### config.mk
export PLATFORM = sky130hd
export DESIGN_NAME = utf16_to_utf8_encoder
export DESIGN_NICKNAME = d
export VERILOG_FILES = /design/src/hw/rtl/u16u8_pkg.sv /design/src/hw/rtl/utf16_to_utf8_encoder.sv /design/src/hw/rtl/u16u8_front.sv /design/src/hw/rtl/u16u8_fifo.sv /design/src/hw/rtl/u16u8_back.sv
export SDC_FILE = /design/constraint.sdc
export NUM_CORES = 1
export LEC_CHECK = 0
export BUFFER_PORTS_ARGS = -buffer_cell sky130_fd_sc_hd__buf_4
export CORE_ASPECT_RATIO = 2
export CORE_MARGIN = 5
export CORE_UTILIZATION = 55
export DETAILED_ROUTE_END_ITERATION = 7
export PLACE_DENSITY = 0.75
export SYNTH_ARGS = -nofsm -noshare
export SYNTH_HDL_FRONTEND = slang
export SYNTH_SLANG_ARGS = --single-unit
### constraint.sdc
create_clock -name i_clk -period 4.6 [get_ports i_clk]
set_input_delay 0.92 -clock i_clk [delete_from_list [all_inputs] [get_ports i_clk]]
set_output_delay 0.92 -clock i_clk [all_outputs]
set_load 0.01 [all_outputs]
### src/hw/rtl/u16u8_pkg.sv
// Shared types and constants for the UTF-16 to UTF-8 encoder.
// Used by the front end, the job queue, the byte emitter and the top level.
// No dependencies.
package u16u8_pkg;

    localparam int unsigned UNIT_W  = 16;
    localparam int unsigned BYTE_W  = 8;
    localparam int unsigned COUNT_W = 16;
    localparam int unsigned NB_W    = 3;   // byte count of one job, 0 to 4

    localparam logic [UNIT_W-1:0] MAX_1BYTE   = 16'h007f;
    localparam logic [UNIT_W-1:0] MAX_2BYTE   = 16'h07ff;
    localparam logic [5:0]        HIGH_PREFIX = 6'b110110;  // 0xd800 to 0xdbff
    localparam logic [5:0]        LOW_PREFIX  = 6'b110111;  // 0xdc00 to 0xdfff
    localparam logic [BYTE_W-1:0] LEAD_2      = 8'hc0;
    localparam logic [BYTE_W-1:0] LEAD_3      = 8'he0;
    localparam logic [BYTE_W-1:0] LEAD_4      = 8'hf0;
    localparam logic [BYTE_W-1:0] CONT_MARK   = 8'h80;
    localparam logic [10:0]       PLANE_BIAS  = 11'h040;
    localparam logic [COUNT_W-1:0] CAP_RESET  = 16'hffff;

    typedef enum logic [1:0] {
        ST_OK       = 2'd0,
        ST_BAD_SURR = 2'd1,
        ST_CAP_FULL = 2'd2,
        ST_NUL      = 2'd3
    } t_status;

    // One accepted code unit after classification: what the back end must emit.
    typedef struct packed {
        logic [3:0][BYTE_W-1:0] bytes;       // bytes[0] goes out first
        logic [NB_W-1:0]        n_bytes;
        logic                   eos;
        t_status                status;      // meaningful when eos is set
        logic [COUNT_W-1:0]     base_count;  // bytes written before this job
    } t_job;

endpackage

### src/hw/rtl/utf16_to_utf8_encoder.sv
// Top level of the UTF-16 to UTF-8 encoder: front end, job queue and byte
// emitter. Depends on u16u8_pkg, u16u8_front, u16u8_fifo and u16u8_back.
//
//  Channel   | Dir | Handshake            | Content
//  s_axis    | in  | tvalid/tready        | tdata[15:0] code_unit, tlast end_of_string
//  m_axis    | out | tvalid/tready        | tdata, tuser byte_present, tlast run_last
//  cfg       | in  | wr_en, no wait       | wr_data[15:0] output_capacity
//
// A code unit is accepted whenever the job queue has room; the byte emitter
// then sends one result per cycle while the output is not stalled, one per
// byte of each queued job (1 to 4), or one status result for a job with none.
// A held high surrogate or a non-final unit of a stopped string makes no result.
// Reset is synchronous and clears the queue, the string state and sets the
// capacity to 65535. Either side may stall; the queue absorbs the difference.
module utf16_to_utf8_encoder #(
    parameter int unsigned P_QUEUE_DEPTH = 4   // range 2 and up
) (
    input  logic        i_clk,
    input  logic        i_rst_n,
    input  logic        i_cfg_wr_en,
    input  logic [15:0] i_cfg_wr_data,
    input  logic        i_s_axis_tvalid,
    output logic        o_s_axis_tready,
    input  logic [15:0] i_s_axis_tdata,    // [15:0] code_unit
    input  logic        i_s_axis_tlast,    // end_of_string
    output logic        o_m_axis_tvalid,
    input  logic        i_m_axis_tready,
    // [7:0] data_byte, [8] string_done, [10:9] finish_status,
    // [26:11] byte_count, [31:27] zero
    output logic [31:0] o_m_axis_tdata,
    output logic [0:0]  o_m_axis_tuser,    // [0] byte_present
    output logic        o_m_axis_tlast     // run_last
);
    import u16u8_pkg::*;

    t_job        push_job;
    t_job        head_job;
    logic        push;
    logic        pop;
    logic        queue_full;
    logic        queue_empty;
    logic [7:0]  data_byte;
    logic        byte_present;
    logic        string_done;
    logic [1:0]  finish_status;
    logic [15:0] byte_count;

    u16u8_front u_front (
        .i_clk         (i_clk),
        .i_rst_n       (i_rst_n),
        .i_cfg_wr_en   (i_cfg_wr_en),
        .i_cfg_wr_data (i_cfg_wr_data),
        .i_valid       (i_s_axis_tvalid),
        .o_ready       (o_s_axis_tready),
        .i_code_unit   (i_s_axis_tdata),
        .i_eos         (i_s_axis_tlast),
        .i_queue_full  (queue_full),
        .o_push        (push),
        .o_job         (push_job)
    );

    u16u8_fifo #(
        .DEPTH (P_QUEUE_DEPTH)
    ) u_queue (
        .i_clk     (i_clk),
        .i_rst_n   (i_rst_n),
        .i_wr_en   (push),
        .i_wr_data (push_job),
        .o_full    (queue_full),
        .i_rd_en   (pop),
        .o_empty   (queue_empty),
        .o_rd_data (head_job)
    );

    u16u8_back u_back (
        .i_clk           (i_clk),
        .i_rst_n         (i_rst_n),
        .i_queue_empty   (queue_empty),
        .i_job           (head_job),
        .o_pop           (pop),
        .o_valid         (o_m_axis_tvalid),
        .i_ready         (i_m_axis_tready),
        .o_data_byte     (data_byte),
        .o_byte_present  (byte_present),
        .o_run_last      (o_m_axis_tlast),
        .o_string_done   (string_done),
        .o_finish_status (finish_status),
        .o_byte_count    (byte_count)
    );

    assign o_m_axis_tdata = {5'b0, byte_count, finish_status, string_done, data_byte};
    assign o_m_axis_tuser = byte_present;

endmodule

### src/hw/rtl/u16u8_front.sv
// Front end: accepts code units, keeps the per-string state and the capacity
// register, and turns each unit into an encoding job. Depends on u16u8_pkg.
module u16u8_front (
    input  logic                     i_clk,
    input  logic                     i_rst_n,
    input  logic                     i_cfg_wr_en,
    input  logic [15:0]              i_cfg_wr_data,
    input  logic                     i_valid,
    output logic                     o_ready,
    input  logic [15:0]              i_code_unit,
    input  logic                     i_eos,
    input  logic                     i_queue_full,
    output logic                     o_push,
    output u16u8_pkg::t_job          o_job
);
    import u16u8_pkg::*;

    logic [COUNT_W-1:0] r_capacity;
    logic [9:0]         r_pending_high, n_pending_high;
    logic               r_pending_valid, n_pending_valid;
    logic [COUNT_W-1:0] r_bytes_written, n_bytes_written;
    logic               r_stopped, n_stopped;
    t_status            r_stop_code, n_stop_code;

    logic               accept;
    logic               is_high, is_low;
    logic [NB_W-1:0]    need;
    logic [COUNT_W:0]   room_diff;
    logic               room_short;
    logic [10:0]        plane_hi;
    logic [3:0][BYTE_W-1:0] bytes;
    logic [NB_W-1:0]    n_bytes;

    assign o_ready = !i_queue_full;
    assign accept  = i_valid && o_ready;

    assign is_high = (i_code_unit[15:10] == HIGH_PREFIX);
    assign is_low  = (i_code_unit[15:10] == LOW_PREFIX);

    always_comb begin
        if (i_code_unit <= MAX_1BYTE) begin
            need = NB_W'(1);
        end else if (i_code_unit <= MAX_2BYTE) begin
            need = NB_W'(2);
        end else if (is_high) begin
            need = NB_W'(4);
        end else begin
            need = NB_W'(3);
        end
    end

    // A negative difference means the string is already past capacity.
    assign room_diff  = {1'b0, r_capacity} - {1'b0, r_bytes_written};
    assign room_short = room_diff[COUNT_W] || (room_diff[COUNT_W-1:0] < COUNT_W'(need));
    assign plane_hi   = PLANE_BIAS + {1'b0, r_pending_high};

    always_comb begin
        n_pending_high  = r_pending_high;
        n_pending_valid = r_pending_valid;
        n_stopped       = r_stopped;
        n_stop_code     = r_stop_code;
        n_bytes         = '0;
        bytes           = '0;

        if (!r_stopped) begin
            if (r_pending_valid) begin
                n_pending_valid = 1'b0;
                if (is_low) begin
                    bytes[0] = LEAD_4 | {5'b0, plane_hi[10:8]};
                    bytes[1] = CONT_MARK | {2'b0, plane_hi[7:2]};
                    bytes[2] = CONT_MARK | {2'b0, plane_hi[1:0], i_code_unit[9:6]};
                    bytes[3] = CONT_MARK | {2'b0, i_code_unit[5:0]};
                    n_bytes  = NB_W'(4);
                end else begin
                    n_stopped   = 1'b1;
                    n_stop_code = ST_BAD_SURR;
                end
            end else if (i_code_unit == '0) begin
                n_stopped   = 1'b1;
                n_stop_code = ST_NUL;
            end else if (room_short) begin
                n_stopped   = 1'b1;
                n_stop_code = ST_CAP_FULL;
            end else if (i_code_unit <= MAX_1BYTE) begin
                bytes[0] = i_code_unit[7:0];
                n_bytes  = NB_W'(1);
            end else if (i_code_unit <= MAX_2BYTE) begin
                bytes[0] = LEAD_2 | {3'b0, i_code_unit[10:6]};
                bytes[1] = CONT_MARK | {2'b0, i_code_unit[5:0]};
                n_bytes  = NB_W'(2);
            end else if (is_high) begin
                if (i_eos) begin
                    n_stopped   = 1'b1;
                    n_stop_code = ST_BAD_SURR;
                end else begin
                    n_pending_high  = i_code_unit[9:0];
                    n_pending_valid = 1'b1;
                end
            end else begin
                bytes[0] = LEAD_3 | {4'b0, i_code_unit[15:12]};
                bytes[1] = CONT_MARK | {2'b0, i_code_unit[11:6]};
                bytes[2] = CONT_MARK | {2'b0, i_code_unit[5:0]};
                n_bytes  = NB_W'(3);
            end
        end

        n_bytes_written = r_bytes_written + COUNT_W'(n_bytes);

        o_job.bytes      = bytes;
        o_job.n_bytes    = n_bytes;
        o_job.eos        = i_eos;
        o_job.status     = n_stopped ? n_stop_code : ST_OK;
        o_job.base_count = r_bytes_written;

        // The end of a string returns the string state to its reset value.
        if (i_eos) begin
            n_pending_high  = '0;
            n_pending_valid = 1'b0;
            n_bytes_written = '0;
            n_stopped       = 1'b0;
            n_stop_code     = ST_OK;
        end
    end

    assign o_push = accept && (i_eos || (n_bytes != '0));

    always_ff @(posedge i_clk) begin
        if (!i_rst_n) begin
            r_capacity      <= CAP_RESET;
            r_pending_high  <= '0;
            r_pending_valid <= 1'b0;
            r_bytes_written <= '0;
            r_stopped       <= 1'b0;
            r_stop_code     <= ST_OK;
        end else begin
            if (i_cfg_wr_en) begin
                r_capacity <= i_cfg_wr_data;
            end
            if (accept) begin
                r_pending_high  <= n_pending_high;
                r_pending_valid <= n_pending_valid;
                r_bytes_written <= n_bytes_written;
                r_stopped       <= n_stopped;
                r_stop_code     <= n_stop_code;
            end
        end
    end

`ifndef ASSERT_OFF
    a_eos_clears_state: assert property (@(posedge i_clk) disable iff (!i_rst_n)
        accept && i_eos |=> (r_bytes_written == '0) && !r_stopped && !r_pending_valid)
        else $error("string state not cleared after end of string");

    a_pending_not_stopped: assert property (@(posedge i_clk) disable iff (!i_rst_n)
        !(r_pending_valid && r_stopped))
        else $error("held high surrogate in a stopped string");

    a_no_push_when_full: assert property (@(posedge i_clk) disable iff (!i_rst_n)
        o_push |-> !i_queue_full)
        else $error("job pushed into a full queue");
`endif

endmodule

### src/hw/rtl/u16u8_fifo.sv
// Short job queue between the front end and the byte emitter.
// Register-based, first in first out. Depends on u16u8_pkg.
module u16u8_fifo #(
    parameter int unsigned DEPTH = 4
) (
    input  logic            i_clk,
    input  logic            i_rst_n,
    input  logic            i_wr_en,
    input  u16u8_pkg::t_job i_wr_data,
    output logic            o_full,
    input  logic            i_rd_en,
    output logic            o_empty,
    output u16u8_pkg::t_job o_rd_data
);
    import u16u8_pkg::*;

    localparam int unsigned PTR_W = (DEPTH > 1) ? $clog2(DEPTH) : 1;
    localparam int unsigned CNT_W = $clog2(DEPTH + 1);

    t_job             r_mem [DEPTH];
    logic [PTR_W-1:0] r_wr_ptr;
    logic [PTR_W-1:0] r_rd_ptr;
    logic [CNT_W-1:0] r_count;

    assign o_full    = (r_count == CNT_W'(DEPTH));
    assign o_empty   = (r_count == '0);
    assign o_rd_data = r_mem[r_rd_ptr];

    always_ff @(posedge i_clk) begin
        if (i_wr_en) begin
            r_mem[r_wr_ptr] <= i_wr_data;
        end
    end

    always_ff @(posedge i_clk) begin
        if (!i_rst_n) begin
            r_wr_ptr <= '0;
            r_rd_ptr <= '0;
            r_count  <= '0;
        end else begin
            if (i_wr_en) begin
                r_wr_ptr <= (r_wr_ptr == PTR_W'(DEPTH - 1)) ? '0 : r_wr_ptr + 1'b1;
            end
            if (i_rd_en) begin
                r_rd_ptr <= (r_rd_ptr == PTR_W'(DEPTH - 1)) ? '0 : r_rd_ptr + 1'b1;
            end
            if (i_wr_en && !i_rd_en) begin
                r_count <= r_count + 1'b1;
            end else if (i_rd_en && !i_wr_en) begin
                r_count <= r_count - 1'b1;
            end
        end
    end

`ifndef ASSERT_OFF
    a_count_bounded: assert property (@(posedge i_clk) disable iff (!i_rst_n)
        r_count <= CNT_W'(DEPTH))
        else $error("queue count above depth");

    a_no_read_empty: assert property (@(posedge i_clk) disable iff (!i_rst_n)
        i_rd_en |-> !o_empty)
        else $error("read from an empty queue");

    a_ptrs_meet_at_ends: assert property (@(posedge i_clk) disable iff (!i_rst_n)
        (o_empty || o_full) |-> (r_wr_ptr == r_rd_ptr))
        else $error("queue pointers out of step with count");
`endif

endmodule

### src/hw/rtl/u16u8_back.sv
// Byte emitter: walks through each queued job and drives one result per
// cycle into the output register while the output is not stalled. Depends on u16u8_pkg.
module u16u8_back (
    input  logic            i_clk,
    input  logic            i_rst_n,
    input  logic            i_queue_empty,
    input  u16u8_pkg::t_job i_job,
    output logic            o_pop,
    output logic            o_valid,
    input  logic            i_ready,
    output logic [7:0]      o_data_byte,
    output logic            o_byte_present,
    output logic            o_run_last,
    output logic            o_string_done,
    output logic [1:0]      o_finish_status,
    output logic [15:0]     o_byte_count
);
    import u16u8_pkg::*;

    logic               r_valid;
    logic [1:0]         r_idx;
    logic [BYTE_W-1:0]  r_data_byte;
    logic               r_byte_present;
    logic               r_run_last;
    logic               r_string_done;
    t_status            r_finish_status;
    logic [COUNT_W-1:0] r_byte_count;

    logic               load;
    logic               status_only;
    logic               last_of_job;
    logic [BYTE_W-1:0]  n_data_byte;
    logic [COUNT_W-1:0] n_byte_count;

    assign load        = !i_queue_empty && (!r_valid || i_ready);
    assign status_only = (i_job.n_bytes == '0);
    assign last_of_job = status_only || ((NB_W'(r_idx) + NB_W'(1)) == i_job.n_bytes);
    assign o_pop       = load && last_of_job;

    always_comb begin
        if (status_only) begin
            n_data_byte  = '0;
            n_byte_count = i_job.base_count;
        end else begin
            n_data_byte  = i_job.bytes[r_idx];
            n_byte_count = i_job.base_count + COUNT_W'(r_idx) + COUNT_W'(1);
        end
    end

    always_ff @(posedge i_clk) begin
        if (load) begin
            r_data_byte     <= n_data_byte;
            r_byte_present  <= !status_only;
            r_run_last      <= last_of_job;
            r_string_done   <= last_of_job && i_job.eos;
            r_finish_status <= (last_of_job && i_job.eos) ? i_job.status : ST_OK;
            r_byte_count    <= n_byte_count;
        end
    end

    always_ff @(posedge i_clk) begin
        if (!i_rst_n) begin
            r_valid <= 1'b0;
            r_idx   <= '0;
        end else begin
            if (load) begin
                r_valid <= 1'b1;
                r_idx   <= last_of_job ? '0 : r_idx + 1'b1;
            end else if (i_ready) begin
                r_valid <= 1'b0;
            end
        end
    end

    assign o_valid         = r_valid;
    assign o_data_byte     = r_data_byte;
    assign o_byte_present  = r_byte_present;
    assign o_run_last      = r_run_last;
    assign o_string_done   = r_string_done;
    assign o_finish_status = r_finish_status;
    assign o_byte_count    = r_byte_count;

`ifndef ASSERT_OFF
    a_idx_in_job: assert property (@(posedge i_clk) disable iff (!i_rst_n)
        (!i_queue_empty && !status_only) |-> (NB_W'(r_idx) < i_job.n_bytes))
        else $error("byte index past the end of the job");

    a_done_is_last: assert property (@(posedge i_clk) disable iff (!i_rst_n)
        (r_valid && r_string_done) |-> r_run_last)
        else $error("string end not on the last result of its unit");

    a_status_only_done: assert property (@(posedge i_clk) disable iff (!i_rst_n)
        (r_valid && !r_byte_present) |-> (r_string_done && r_data_byte == '0))
        else $error("status-only result without string end");
`endif

endmodule
==> results of run 1 <==
-- power groups by stage --
stage	Clock [W]	Combinational (W)	Sequential (W)
finish	0.00207	0.00199	0.00351
CTS	0.00211	0.00202	0.00351
floorplan	0	0.00122	0.00359
global route	0.00222	0.00215	0.00354
global placement	0	0.00197	0.00354
detailed placement	0	0.00200	0.00356
-- cell usage in the layout, fill, tap and decap left out, drive strengths merged, types with 22 or more instances in the layout --
master and n:
nand2 88, buf 107, edfxtp 229, ha 31, xnor2 32, inv 41
mux2i 31, o21ai 22, clkbuf 28, and2 22, a21oi 27, nor2 46
dfxtp 58, mux4 56
-- worst min-delay path, delay by kind of cell, from the launching register on --
family,cells,cell delay (ns)
flops,1,0.31
simple gates,1,0.05
mux,1,0.06
-- layer usage --
| layer | up-vias | GRT usage (%) | wire length (um) |
|---|---|---|---|
| met3 | 63 | 2.76 | 1150 |
| met5 | - | 0 | 0 |
| li1 | 3614 | - | - |
| met1 | 3965 | 22.9 | 9940 |
| met2 | 196 | 43.9 | 17400 |
| met4 | 0 | 8.86 | 1110 |
-- layout make-up --
class,count,area [um^2],share of cell area [%]
clock buffers,28,637,4.29
well taps,283,354,2.38
inverters,38,155,1.04
repair buffers,107,891,6.00
flip-flops and latches,287,8040,54.2
clock inverters,18,166,1.12
multi-input cells,542,4600,31.0
-- per-stage QoR --
stage               hold slack, ns  cell area [um^2]  utilization [%]  power (W)  instances
finish                       0.467             14800             63.9    0.00756       1303
CTS                          0.469             14800             63.9    0.00764       1303
floorplan                    0.435             13000                -    0.00481        908
global placement             0.450             14000             60.4    0.00551       1257
detailed placement           0.459             14000             60.4    0.00557       1257
global route                 0.499             14800             63.9    0.00791       1303
-- state kept, by name, summed over array words and instances, names as in the netlist, 3 cells and up, named ones only --
signal	count
u_queue.r_mem	200
u_back.o_byte_count	16
u_front.r_bytes_written	16
u_front.r_capacity	16
u_front.r_pending_high	10
u_back.o_data_byte	8
u_queue.r_count	3
-- path summary, 6_finish.rpt --
path                              start                          to  slack (ns)  depth (start not counted)
max                  i_s_axis_tdata[13]  u_front.r_bytes_written[8]        0.27                         20
min           u_front.r_pending_high[4]   u_front.r_pending_high[4]        0.47                          2
max reg2reg  u_front.r_bytes_written[2]  u_front.r_bytes_written[8]        0.28                         19
min reg2reg   u_front.r_pending_high[4]   u_front.r_pending_high[4]        0.47                          2
-- cells by family after synthesis --
logic type / after synthesis / synth area share [%]
muxes: 88 / 12.2
and+or+nand+nor: 252 / 9.70
buffers and inverters: 79 / 2.74
other: 1 / 0.0290
xor gates and xnor gates: 40 / 2.71
DFF: 287 / 62.1
AOI/OAI and AO/OA: 122 / 6.88
adders and majority gates: 35 / 3.61
-- timing repair --
| item | 4_1_cts | 5_1_grt |
|---|---|---|
| setup endpoints to repair | 0 | 9 |
| resized for setup | 0 | 5 |
| endpoints found under the hold margin | 0 | 0 |
==> results.json, run 1 <==
{
  "hold_buffers": 0,
  "cp_num_buf_inv": 3,
  "rows": 79,
  "synth.distinct_cells": 69,
  "postCtsSetupBuffers": 0,
  "synth-seq-area-share_pct": 62.1,
  "grt_max_degree": 49,
  "synth.top_cells.by_area": "edfxtp_1 (53%), mux4_2 (9.7%), dfxtp_1 (9.0%)",
  "powerDensity_nw_per_um2": 509,
  "cts_tree": "done",
  "worst_slack_ns": 0.271,
  "track_usage_pct": 22.0,
  "dr.first_iter.drc_count": 533,
  "ant_nets": 0,
  "post-dp-hpwl_mm": 20.7,
  "fp.coreArea_um2": 23200,
  "antenna_cells": 0,
  "p_leak_nw": 5.27,
  "syn_avg_cell_area_um2": 14.3,
  "rsz0062_at_grt": "false",
  "cts_root_buf": "clkbuf_16",
  "tightest_slew_ns": 0.984,
  "swShare_pct": 28.6,
  "wl_per_cell_um": 22.8,
  "final.fill_count": 1694,
  "synthFlopType": "edfxtp_1",
  "initial_core_util_pct": 55.7,
  "gp_congestion": 0.978,
  "hold_path_class": "flip-flop to flip-flop",
  "fp.dieH_um": 227,
  "drc": 0,
  "grt_antenna_before_repair": 0,
  "status": "finished clean",
  "clkLatencyLatePin_ns": 0.54,
  "finalSetupTns_ns": 0,
  "final_net_count": 1074,
  "pre_cts_ws_ns": -0.224,
  "required_ns": 5.00,
  "cts_buffers": 25,
  "crit_arrival_ns": 4.73,
  "period_share_pct": 94.1,
  "endpoint_kind": "flip-flop",
  "synth_common_cells": "edfxtp_1 (229), nand2_1 (88), dfxtp_1 (58)",
  "start_kind": "input port",
  "drt-total-wl_mm": 29.7,
  "clk_pin_slew_worst_paths_ns": 0.07,
  "synth_top_area_cell": "edfxtp_1",
  "critPathTopFamily": "simple AND/OR/NAND/NOR gates",
  "cpPeakStageDelay_ns": 0.57,
  "io_pins": 74,
  "critPathSlowestCell": "or4_4",
  "area_growth_pct": 14.7,
  "overflow": 0,
  "report.final.slew_viol_count": 0,
  "first_pass_iters": 5,
  "pwr-share-seq_pct": 46.4,
  "io_buffers": 68,
  "synth_most_common_cell": "edfxtp_1",
  "netlist_instances": 904,
  "ir_worst_vdd_v": 0.000371,
  "async_reset_ff_share_pct": 0,
  "drive_gt1_share_pct": 23.1,
  "vias_per_cell": 6.02,
  "clock-skew-final_ns": 0.0154,
  "die_w_um": 118,
  "p_int_w": 0.00539,
  "min_period_ns": 4.33,
  "finalSetupViolations": 0,
  "fp.dieArea_um2": 26900,
  "clock-sinks": 287,
  "hold_violations": 0,
  "crit_type": "input port to flip-flop",
  "fmax_mhz": 231,
  "power_frac_clock_pct": 27.4,
  "drv_cap": 0,
  "grt_pass1_vias": 8124,
  "netlist_area_um2": 12900,
  "grt_first_pass_wirelength_mm": 45.6,
  "maxSlewHeadroom_pct": 34.3,
  "synth_top_area_share_pct": 53.1,
  "cp_max_fo": 7,
  "clock_path_buffers": 3,
  "cp_cell_sequence": "buf_4 > nor4bb_1 > and3_1 > clkinv_8 > buf_4 > nand2_1 > ha_1 > o221ai_2 > nand4_1 > or4_4 > o21ai_4 > or2_2 > nor2_1 > ha_1 > fa_2 > a21oi_2 > nor2_2 > and3_1 > xnor2_1 > nor2_1",
  "synth_edf_count": 229,
  "power.switching_w": 0.00217,
  "htreeDepth": 1,
  "num_vias": 7838,
  "synth_warnings": 0,
  "combPwrFrac_pct": 26.3,
  "ys_ff_latch": 287
}
(Power assumes the default switching activity.)
==> run 2, diff against run 1 <==
Settings changed: CAP_MARGIN set to 20, RECOVER_POWER set to 25.
==> run 2 against run 1 <==
Against the previous run:
- the flow now finishes with violations (capacitance limit, slew limit)
- register-to-register slack about the same
- worst setup slack worse by 0.021 ns
- global-route usage unchanged
- sequential cell count unchanged
- via count down 0.22%
- cell count unchanged
- fmax down 0.49%
- largest cell class unchanged
- power down 1.0%
- hold slack better by 0.0014 ns
==> results.json, run 2 (same netlist as run 1, synthesis figures left out) <==
{
  "tightest_slew_ns": 2.01,
  "clock-sinks": 287,
  "drt-total-wl_mm": 29.7,
  "initial_core_util_pct": 55.7,
  "vias_per_cell": 6.00,
  "multi_input_area_um2": 4600,
  "cts_root_buf": "clkbuf_16",
  "largest_reg_flops": 200,
  "drive_gt1_share_pct": 20.6,
  "area_growth_pct": 13.9,
  "top_register": "u_queue.r_mem",
  "rsz0062_at_grt": "false",
  "seqCellArea_um2": 8040,
  "worst_slack_ns": 0.250,
  "grt_max_degree": 49,
  "critPathTopFamily": "simple AND/OR/NAND/NOR gates",
  "final_core_util_pct": 63.5,
  "fp.dieArea_um2": 26900,
  "fp.dieH_um": 227,
  "num_vias": 7821,
  "grt_pass1_vias": 8124,
  "final_common_cell": "edfxtp_1",
  "powerDensity_nw_per_um2": 507,
  "wl_per_cell_um": 22.8,
  "finalSetupViolations": 0,
  "antenna_cells": 0,
  "endpoint_kind": "flip-flop",
  "hold_path_class": "flip-flop to flip-flop",
  "fp.coreArea_um2": 23200,
  "report.final.slew_viol_count": 70,
  "min_period_ns": 4.35,
  "grt_first_pass_wirelength_mm": 45.6,
  "htreeDepth": 1,
  "cp_max_fo": 6,
  "drv_cap": 2,
  "die_w_um": 118,
  "dr.first_iter.drc_count": 564,
  "drc": 0,
  "r2r_setup_slack_ns": 0.27,
  "violations": "capacitance limit, slew limit",
  "crit_type": "input port to flip-flop",
  "cts_tree": "done",
  "final.fill_count": 1722,
  "ant_nets": 0,
  "ir_worst_vdd_v": 0.000366,
  "critPathSlowestCell": "or4_4",
  "cp_num_buf_inv": 2,
  "cts_buffers": 25,
  "status": "finished with violations",
  "hold_buffers": 0,
  "clk_pin_slew_worst_paths_ns": 0.07,
  "io_pins": 74,
  "hp-start": "u_front.r_pending_high[4]",
  "hold_violations": 0,
  "clock-skew-final_ns": 0.0128,
  "start_kind": "input port",
  "hold_slack_ns": 0.469,
  "clkLatencyLatePin_ns": 0.54,
  "maxSlewHeadroom_pct": -33.7,
  "r2r-start": "u_front.r_bytes_written[2]",
  "rows": 79,
  "clock_path_buffers": 3,
  "cp_cell_sequence": "buf_4 > buf_4 > nor4_1 > nor2b_1 > nand2_1 > nand2_1 > ha_1 > o221ai_2 > nand4_1 > or4_4 > o21ai_4 > or2_2 > nor2_1 > ha_1 > fa_2 > a21oi_2 > nor2_2 > and3_1 > xnor2_1 > nor2_1",
  "fmax_mhz": 230,
  "final_cell_mix": "edfxtp_1 (229), nand2_1 (88), buf_4 (74)",
  "track_usage_pct": 22.0,
  "required_ns": 5.00,
  "grt_antenna_before_repair": 0,
  "post-dp-hpwl_mm": 20.7,
  "io_buffers": 68,
  "r2r-end": "u_front.r_bytes_written[8]",
  "postPlaceCellArea_um2": 14000,
  "gp_congestion": 0.978,
  "final_area_um2": 14800,
  "hold_path_depth": 2,
  "p_leak_nw": 5.17,
  "r2r_cells": 19,
  "cpPeakStageDelay_ns": 0.57,
  "crit_arrival_ns": 4.75,
  "cts_resized": 0,
  "first_pass_iters": 5,
  "postCtsSetupBuffers": 0,
  "pre_cts_ws_ns": -0.224,
  "overflow": 0,
  "final_net_count": 1074,
  "min_to": "u_front.r_pending_high[4]",
  "period_share_pct": 94.6,
  "power_w": 0.00748,
  "crit_cells": 20
}
[run 2: how the worst max path moves through the flow]
| stage | startpoint | to | slack, ns |
|---|---|---|---|
| detailed placement | i_s_axis_tdata[13] | u_front.r_bytes_written[8] | -0.22 |
| floorplan | i_s_axis_tdata[13] | u_front.r_bytes_written[8] | 0.04 |
| global placement | i_s_axis_tdata[13] | u_front.r_bytes_written[8] | -0.13 |
| global route | u_front.r_bytes_written[2] | u_front.r_bytes_written[14] | 0.001 |
| finish | i_s_axis_tdata[11] | u_front.r_bytes_written[8] | 0.25 |
| CTS | u_front.r_bytes_written[0] | u_front.r_bytes_written[5] | 0.19 |
[run 2: tightest hold or removal path: stages, from the launching register on]
cell,delay [ns]
dfxtp_1,0.31
nand2_1,0.05
mux2i_1,0.06
[run 2: area by class of cell]
type / count / area share [%]
Sequential cell: 287 / 54.5
Clock buffer: 28 / 4.32
Timing Repair Buffer: 107 / 5.38
Inverter: 38 / 1.05
Multi-Input combinational cell: 542 / 31.2
Clock inverter: 18 / 1.13
Tap cell: 283 / 2.40
[run 2: layer usage]
layer	wire length (um)	GRT usage, %	vias up
li1	-	-	3612
met1	10000	22.9	3948
met2	17500	43.9	201
met3	1120	2.76	60
met4	1080	8.86	0
met5	0	0	-
[run 2: per-stage QoR]
| stage | std cells | setup TNS (ns) |
|---|---|---|
| finish | 1303 | 0 |
| global route | 1303 | 0 |
| CTS | 1303 | 0 |
| detailed placement | 1257 | -1.08 |
| global placement | 1257 | -0.139 |
| floorplan | 908 | 0 |
[run 2: power by group]
| part | leakage [nW] | internal, W | switching (W) |
|---|---|---|---|
| combinational | 2.16 | 0.000833 | 0.00107 |
| sequential | 2.62 | 0.00336 | 0.000151 |
| clock | 0.388 | 0.00113 | 0.000939 |
